### config.mk
export PLATFORM = sky130hd
export DESIGN_NAME = vadt_ram
export DESIGN_NICKNAME = d
export VERILOG_FILES = /design/src/hdl/vadt_ram.sv
export SDC_FILE = /design/constraint.sdc
export NUM_CORES = 1
export LEC_CHECK = 0
export BUFFER_PORTS_ARGS = -buffer_cell sky130_fd_sc_hd__buf_2
export CORE_MARGIN = 2
export CORE_UTILIZATION = 28
export DETAILED_ROUTE_END_ITERATION = 10
export PLACE_DENSITY = 0.5
export SYNTH_ARGS = -nofsm -noshare
export SYNTH_HDL_FRONTEND = slang
export SYNTH_SLANG_ARGS = --single-unit
### constraint.sdc
create_clock -name clock -period 4.6 [get_ports clock]
set_input_delay 0.92 -clock clock [delete_from_list [all_inputs] [get_ports clock]]
set_output_delay 0.92 -clock clock [all_outputs]
set_load 0.02 [all_outputs]
### src/hdl/vadt_ram.sv
// Generic single-write, single-read RAM with registered read data.
module vadt_ram #(
   parameter int WIDTH = 8,
   parameter int DEPTH = 16
) (
   input  logic                                    clock,
   input  logic                                    wr_en,
   input  logic [((DEPTH > 1) ? $clog2(DEPTH) : 1)-1:0] wr_addr,
   input  logic [WIDTH-1:0]                        wr_data,
   input  logic                                    rd_en,
   input  logic [((DEPTH > 1) ? $clog2(DEPTH) : 1)-1:0] rd_addr,
   output logic [WIDTH-1:0]                        rd_data
);
   logic [WIDTH-1:0] mem_ff [DEPTH];
   logic [WIDTH-1:0] rd_data_ff;

   always_ff @(posedge clock) begin
      if (wr_en) begin
         mem_ff[wr_addr] <= wr_data;
      end
      if (rd_en) begin
         rd_data_ff <= mem_ff[rd_addr];
      end
   end

   assign rd_data = rd_data_ff;
endmodule

# Word-level counts from Yosys, hierarchy flattened
# Memory sizes are Yosys's and may differ from the RTL's. A register that Yosys moved wholly into a read port is not among the register bits.
# Index checks and enable logic that the tools add are counted.
[totals] ff_bits=0 latchBits=0 ramBits=128 rom_bits=0 in_bits=19 elab_cells=3 memories=1
[classes] addsub=0 mul=0 div=0 n_lt_le_gt_ge=0 n_eq_ne=0 shifts=0 mux=2 n_bitwise=0 reduce_logical=0
[memory_table] name="mem_ff" words=16 width=8 read_ports=1 rd_clocked_by_memory_dff=1 write_ports=1 line="14" rtl="logic [WIDTH-1:0] mem_ff [DEPTH];"
[op_table] op="2-to-1 mux 1 bit" n=2

# Logic depth before layout (Yosys ltp)
# Gate-level depths: netlist (run 1).
[logic_depth] depth_word=2 depth_mapped=5 depth_no_buf=3

# Worst setup path before layout (run 1)
# Ideal clock, no wire load.
[synth_path] path_kind="input -> register" from="input port wr_addr[2] (netlist bit)" to="memory mem_ff[0][0], enable pin" arrival_ps=2030 t_required_ps=4217 slack_ps=2187 stages=2 path_buffers=0 cell_sequence="or3b_2 -> nor3_1"
[synth_lines] element="start, declared" line="8" rtl="input logic [((DEPTH > 1) ? $clog2(DEPTH) : 1)-1:0] wr_addr,"
[synth_lines] element="end, declared" line="14"
# No word-level cell before the write port.

==> metrics, run 1 <==
final hold violations=0; dpl hpwl=6640 um; Root Driver=clkbuf_16; CTS Sinks=136; share of power burned in combinational logic=4.3%; Synth Cell Area=5230 um^2; Synth area leaders=edfxtp_1, mux4_2, mux4_1; Max Cap Violations=0; Vias/cell=4.67; first-pass GRT wire length=16000 um; Initial Utilization=28.8%; std cell rows=49; WP data arrival=2570 ps; CP Class=input pin to flop; Psw=0.561 mW; Final setup viols=0; H-tree depth=4; GRT Overall Usage=11.6%; initial DRC count=226; CP max FO=32; Fill cells=1728; synth unique cells=18; Power Dens Cells=484 nW/um^2; worst vdd ir=0.249 mV; Setup Total Neg Slack=0 ps; Clock Latency Late Sink=420 ps; Routed WL=10800 um; status=finished clean; grt total ovfl=0; DR WL/cell=21.3 um; vias in the first global route=2501; pin count of the biggest net entering global routing=33; CTS buffer count=17; DRC viols=0; worst min-delay path class=flop to flop; Reg-to-Reg End=rd_data[4]$_DFFE_PP_; max-slew violations=0; sw frac=18.6%; sequential-to-total area share from yosys stat=78.1%; worst slew pin tran=1010 ps; Layout area overhead=19.3%; CP startpoint=rd_addr[0]; clock network power share=49.1%; hold endpoint=rd_data[5]$_DFFE_PP_; IO buf count=26; I/O Pins=27; antenna violations before repair=0; RSZ-0062 raised after global routing=no; Max Clock Skew=7.97 ps; critical path endpoint category=flop; Final Critical Period=2410 ps; Synth top area share=78.1%; Final period util=52.3%; Worst Setup Start Kind=input pin; die height=141 um; GP Congestion=0.693; Setup Fix Bufs, Post-CTS=0; First-pass DRT Iterations=4; most common cell after layout, fill and taps aside=edfxtp_1; Internal=2.45 mW; die area=19800 um^2; die width=141 um; Reg2Reg Depth=3; post-layout utilization of the core=34.4%; TritonCTS clock tree=done; sequential cell fraction of total power=46.6%; Reg2Reg Setup Slack=3070 ps; CP Data Required Time=4760 ps; Synth Net Count=248; Hold Path Depth=3; Synth Warn #=0; core box area=18100 um^2; most frequent cells in the layout=edfxtp_1, buf_2, mux4_2; Gate Count Post-Synth=229; Mean Syn Cell Area=22.8 um^2; synthesized flop and latch total=136; clock slew at reported path FFs=60 ps; worst min-delay path startpoint=mem_ff[14][5]$_DFFE_PP_; worst r2r src=mem_ff[3][4]$_DFFE_PP_; Leak=2.04 nW; number of gates resized after cts=0; Ant. Diodes=0; relative slew slack=32.6%; clock tree buffer depth=2; Yosys top cell by area=edfxtp_1; cts hold-fix bufs=0; post-route antenna net violation count=0; FMAX=416 MHz; share of cells above drive strength 1=27.2%; DR vias=2374; Nets=285
[registers in the layout, summed over array words and instances, names as in the netlist]
signal / cells
mem_ff: 128
rd_data: 8
[per-layer routing]
metal | part of all wire (%) | vias to the layer above | track usage [%]
li1 | - | 1055 | -
met1 | 47 | 1251 | 15.7
met2 | 47 | 61 | 17.5
met3 | 5.4 | 7 | 4.31
met4 | 0.96 | 0 | 3.63
met5 | 0 | - | 0
[cell type report]
type / instances / area [um^2] / share of cell area, %
clock inverters: 11 / 201 / 3.23
multi-input cells: 83 / 1080 / 17.3
repair buffers: 28 / 145 / 2.33
well taps: 229 / 287 / 4.60
clock buffers: 21 / 440 / 7.06
flip-flops and latches: 136 / 4080 / 65.5
[worst max-delay path: stages]
cell	delay [ps]
buf_2	80
buf_4	520
mux4_2	590
a22oi_1	350
nand2_1	90
[power by group through the flow]
stage          logic, mW  clock network (mW)  registers [mW]
2_1_floorplan     0.0705                   0            1.44
3_3_place_gp       0.129                   0            1.43
3_5_place_dp       0.133                   0            1.43
4_1_cts            0.133                1.50            1.41
5_1_grt            0.142                1.56            1.41
6_report           0.129                1.48            1.41
[how the worst max path moves through the flow]
| stage | endpoint | slack, ps |
|---|---|---|
| final | rd_data[4]$_DFFE_PP_ | 2190 |
| after global routing | rd_data[0]$_DFFE_PP_ | 2090 |
| after CTS | rd_data[4]$_DFFE_PP_ | 2140 |
| after detailed placement | rd_data[4]$_DFFE_PP_ | 1690 |
| after global placement | rd_data[4]$_DFFE_PP_ | 1720 |
| after floorplan | mem_ff[0][0]$_DFFE_PP_ | 2190 |
[synthesized netlist by cell type]
master           instances
a22oi_1                 16
and2_1                   1
and2b_1                  1
buf_2                    3
buf_4                    1
buf_6                    3
clkdlybuf4s25_2          3
edfxtp_1               136
mux4_1                  14
mux4_2                  18
nand2_1                  9
nand2b_1                 2
nand3_1                  1
nand3b_1                 2
nor2_1                  13
nor2b_1                  1
nor3_1                   4
or3b_2                   1
[cells by family after synthesis]
family                 count (synthesis)  synth area share [%]
and+or+nand+nor                       35                  3.14
muxes                                 32                  14.8
DFF                                  136                  78.1
buffers and inverters                 10                  1.65
AOI/OAI and AO/OA                     16                  2.30
[stage by stage]
step                hold WS (ps)  std cells  power, mW  setup slack, ps  instance area, um^2
floorplan                    705        229       1.51             2190                 5230
global placement             735        476       1.56             1720                 5590
detailed placement           742        476       1.56             1690                 5590
CTS                          756        508       3.04             2140                 6230
global route                 801        508       3.10             2090                 6230
finish                       750        508       3.02             2190                 6230
(Power assumes the default switching activity.)
==> inputs of run 2 (changes only) <==
- PLACE_DENSITY: 0.5 -> 0.51
- clock period: 4.6 -> 1.9 ns (I/O delays scaled with it)
==> metrics, run 2 (same netlist as run 1, synthesis figures left out) <==
CP max FO=16 (-50%); Nets=307 (+7.7%); CP cell instances=buf_2 -> buf_12 -> buf_12 -> mux4_2 -> a22oi_1 -> nand2_1; dpl hpwl=7250 um (+9.2%); final hold violations=0 (unchanged); Max Cap Violations=0 (unchanged); RSZ-0062 raised after global routing=no; Initial Utilization=28.8% (unchanged); clock slew at reported path FFs=50 ps (about the same); CP Data Required Time=2040 ps (-2720 ps); IO buf count=26 (unchanged); I/O Pins=27 (unchanged); CP max-delay cell=mux4_2; number of gates resized after cts=0 (unchanged); Clock Latency Late Sink=410 ps (about the same); CTS Sinks=136 (unchanged); Top cell by count, worst path=buf_12; TritonCTS clock tree=done; buffer and inverter count on the worst path=3 (+1); critical path endpoint category=flop; Final Critical Period=1570 ps; DR vias=2471 (+4.1%); grt total ovfl=0 (unchanged); Root Driver=clkbuf_16; vias in the first global route=2607 (+4.2%); max-slew violations=0 (unchanged); most frequent cells in the layout=edfxtp_1, buf_2, buf_4; die width=141 um (unchanged); CP top delay family=multiplexers; post-route antenna net violation count=0 (unchanged); worst hold slack=341 ps (-409 ps); first-pass GRT wire length=17000 um (+6.1%); max reg flops=128 (unchanged); die area=19800 um^2 (unchanged); worst min-delay path class=input pin to flop; H-tree depth=4 (unchanged); share of cells above drive strength 1=29.7% (+2.4 points); FMAX=636 MHz; Setup Total Neg Slack=0 ps (unchanged); status=finished clean; worst vdd ir=0.642 mV (+160%); DRC viols=0 (unchanged); CTS buffer count=17 (unchanged); GRT Overall Usage=12.2% (+0.64 points); GP Congestion=0.714 (+3.1%); most common cell after layout, fill and taps aside=edfxtp_1; std cell rows=49 (unchanged); Routed WL=11200 um (+3.6%); cts hold-fix bufs=0 (unchanged); Worst Setup Start Kind=input pin; Power Dens Cells=1030 nW/um^2 (+110%); DR WL/cell=21.2 um (-0.49%); Fill cells=1717 (-0.64%); initial DRC count=276 (+22%); Max Clock Skew=7.77 ps (-0.203 ps); Setup Fix Bufs, Post-CTS=0 (unchanged); Final setup viols=0 (unchanged); clock tree buffer depth=2 (unchanged); Ant. Diodes=0 (unchanged); worst slew pin tran=681 ps (-327 ps); First-pass DRT Iterations=4 (unchanged); Leak=2.08 nW (+2.4%); Pwr Total=6.46 mW (+110%); CP max stage delay=510 ps (-80 ps); die height=141 um (unchanged); CP Class=input pin to flop; antenna violations before repair=0 (unchanged); pin count of the biggest net entering global routing=25 (-24%); Vias/cell=4.67 (about the same); Final period util=82.8%; Biggest register=mem_ff; core box area=18100 um^2 (unchanged); Layout area overhead=19.7%; WP data arrival=1720 ps (-850 ps); relative slew slack=54.4% (+22 points)
==> run 2: changes by cell type in the layout (fill, tap and decap cells not counted) <==
cell       delta
clkbuf_1      +3
buf_12        +3
bufinv_16     -6
clkinv_1      +1
nor3_1        +4
clkinv_2      +1
nor3_2        -4
buf_4        +19
==> run 2: layer usage <==
| layer | track usage [%] | vias up | share of wire [%] |
|---|---|---|---|
| met1 | 17.1 | 1312 | 47 |
| met5 | 0 | - | 0 |
| met4 | 3.79 | 0 | 0.71 |
| met3 | 3.94 | 5 | 5.3 |
| met2 | 18.3 | 60 | 47 |
| li1 | - | 1094 | - |
==> run 2: worst paths after layout <==
path                           start              endpoint  slack, ps  cells after the start
min                            rd_en  rd_data[5]$_DFFE_PP_        340                      1
max reg2reg  mem_ff[11][0]$_DFFE_PP_  rd_data[0]$_DFFE_PP_        330                      3
min reg2reg  mem_ff[13][5]$_DFFE_PP_  rd_data[5]$_DFFE_PP_        740                      3
max                       rd_addr[0]  rd_data[6]$_DFFE_PP_        330                      6
==> run 2: final cells by class <==
class,count,area [um^2],share of cell area [%]
sequential,136,4080,65.3
multi-input combinational,83,1060,16.9
clock buffer,24,452,7.22
timing repair buffer,50,348,5.56
tap,229,287,4.58
clock inverter,7,30.0,0.480
==> run 2: per-stage QoR <==
stage / setup slack [ps] / cell area, um^2 / util, % / std cells
2_1_floorplan: 27.1 / 5230 / - / 229
3_3_place_gp: -126 / 5780 / 31.8 / 498
3_5_place_dp: -129 / 5780 / 31.8 / 498
4_1_cts: 305 / 6260 / 34.5 / 529
5_1_grt: 267 / 6260 / 34.5 / 529
6_report: 328 / 6260 / 34.5 / 529
==> run 2: where the power goes <==
part           internal (mW)  switching [mW]  total [mW]  leakage, nW
Sequential              3.38          0.0180        3.40         1.24
Clock                   1.63            1.08        2.71        0.236
Combinational          0.142           0.207       0.349        0.612
==> inputs of run 3 (changes only) <==
- ABC_AREA: unset -> 1
- clock period: 1.9 -> 1.3 ns (I/O delays scaled with it)
==> metrics, run 3 <==
GRT Overall Usage=13.3% (+1.1 points); Ant. Diodes=0 (unchanged); WP data arrival=1060 ps (-660 ps); post-route antenna net violation count=0 (unchanged); relative slew slack=57.6% (+3.2 points); Power Dens Cells=1480 nW/um^2 (+44%); Nets=616 (+100%); CP max-delay cell=edfxtp_1; worst slew pin tran=635 ps (-46.2 ps); buffer and inverter count on the worst path=1 (-2); TritonCTS clock tree=done; Root Driver=clkbuf_16; max reg flops=128 (unchanged); synth unique cells=11 (-7); clock slew at reported path FFs=60 ps (about the same); sequential-to-total area share from yosys stat=69.8% (-8.3 points); CP max FO=1 (-15); first-pass GRT wire length=21600 um (+27%); cts hold-fix bufs=0 (unchanged); Pwr Total=10.4 mW (+61%); initial DRC count=419 (+52%); grt total ovfl=0 (unchanged); Worst Setup Slack, final=-15.9 ps (-344 ps); pin count of the biggest net entering global routing=65 (+160%); DR vias=3864 (+56%); Final Critical Period=1320 ps; Synth Warn #=0 (unchanged); Synth async-reset ratio=0% (unchanged); Synth top area share=69.8% (-8.3 points); Synth Cell Area=5850 um^2 (+12%); Routed WL=13800 um (+23%); count leader, synth=nand2_1; dpl hpwl=8670 um (+20%); clock tree buffer depth=2 (unchanged); Worst Setup Start Kind=flop; max-slew violations=0 (unchanged); failing checks=negative setup slack; First-pass DRT Iterations=6 (+2); synthesized flop and latch total=136 (unchanged); most frequent cells in the layout=nand2_1, edfxtp_1, inv_1; final hold violations=0 (unchanged); Max Clock Skew=9.18 ps (+1.42 ps); Synth Flop Type=edfxtp_1; worst min-delay path class=input pin to flop; DRC viols=0 (unchanged); Setup WS pre-CTS=-186 ps (-57.2 ps); status=complete, but fails checks; die width=149 um (+5.6%); Synth area leaders=edfxtp_1, nand2_1, nand3_1; DR WL/cell=15.6 um (-26%); post-layout utilization of the core=34.4% (-0.092 points); RSZ-0062 raised after global routing=yes; Inst Count DP=848 (+70%); Vias/cell=4.39 (-6.0%); share of cells above drive strength 1=13.3% (-16 points); Final period util=101%; IO buf count=26 (unchanged); CP Data Required Time=1040 ps (-1000 ps); CP top delay family=flip-flops; critical path endpoint category=output pin; Clock Latency Late Sink=420 ps (about the same); Setup Fix Bufs, Post-CTS=0 (unchanged); die height=149 um (+5.6%); Max Cap Violations=0 (unchanged); std cell rows=52 (+6.1%); non-filler cells, final=880 (+66%); most instantiated cells after synthesis=nand2_1, edfxtp_1, inv_1; die area=22100 um^2 (+12%); Synth Net Count=570 (+130%); Mean Syn Cell Area=10.6 um^2 (-54%); core box area=20400 um^2 (+12%); Biggest register=mem_ff; vias in the first global route=3772 (+45%); CP max stage delay=460 ps (-50 ps); I/O Pins=27 (unchanged); Yosys top cell by area=edfxtp_1; GP Congestion=0.753 (+5.3%); CTS buffer count=17 (unchanged); Layout area overhead=19.8% (about the same); FMAX=760 MHz; Initial Utilization=28.7% (-0.095 points); Leak=2.97 nW (+42%); Gate Count Post-Synth=551 (+140%); antenna violations before repair=0 (unchanged); CP Class=flop to output pin; worst vdd ir=1.02 mV (+59%); Final setup viols=2 (+2); CP cell instances=buf_6; most common cell after layout, fill and taps aside=nand2_1; EDFF count, synth=136 (unchanged); CTS Sinks=136 (unchanged); H-tree depth=4 (unchanged)
## run 3: final cells by class
| class | count | area, um^2 |
|---|---|---|
| Multi-Input combinational cell | 289 | 1210 |
| Inverter | 102 | 383 |
| Timing Repair Buffer | 51 | 399 |
| Fill cell | 2043 | 13400 |
| Clock buffer | 18 | 429 |
| Clock inverter | 14 | 156 |
| Tap cell | 270 | 338 |
| Sequential cell | 136 | 4080 |
## run 3: cell families after synthesis
logic type	count (synthesis)	synth area share, %
AND/OR/NAND/NOR	289	20.8
buffers and inverters	126	9.39
flip-flops	136	69.8
## run 3: power by group
| group | internal [mW] | leakage (nW) | switching (mW) |
|---|---|---|---|
| Clock | 2.99 | 0.279 | 1.78 |
| Sequential | 4.94 | 1.24 | 0.0358 |
| Combinational | 0.205 | 1.45 | 0.437 |
## run 3: metrics by stage
| step | hold slack [ps] | instance area, um^2 | setup TNS [ps] |
|---|---|---|---|
| finish | 224 | 7000 | -23.1 |
| global route | 217 | 7000 | -151 |
| CTS | 218 | 7000 | -78.7 |
| detailed placement | 656 | 6390 | -1250 |
| global placement | 649 | 6390 | -1080 |
| floorplan | 359 | 5850 | 0 |
## run 3: metal layers
metal | part of all wire [%] | global-route usage (%)
met4 | 1.7 | 4.95
met1 | 49 | 18.8
met2 | 44 | 19.9
met3 | 5.3 | 3.22
met5 | 0 | 0
## run 3: path summary, 6_finish.rpt
kind                           to  slack [ps]              startpoint  cells after the start
max                    rd_data[0]         -20    rd_data[0]$_DFFE_PP_                      1
min          rd_data[2]$_DFFE_PP_         220                   rd_en                      1
max reg2reg  rd_data[3]$_DFFE_PP_         200  mem_ff[9][3]$_DFFE_PP_                      6
min reg2reg  rd_data[7]$_DFFE_PP_         770  mem_ff[6][7]$_DFFE_PP_                      6
## run 3: worst reg2reg max path, delay by kind of cell (launching register included)
| kind | cells | cell delay, ps |
|---|---|---|
| AND/OR/NAND/NOR | 5 | 420 |
| buffers and inverters | 1 | 70 |
| flip-flops | 1 | 370 |
## run 3: repair_timing
| action | 4_1_cts | 5_1_grt |
|---|---|---|
| gates cloned | 0 | 0 |
| endpoints found under the setup margin | 5 | 5 |
| gates resized for setup | 10 | 0 |
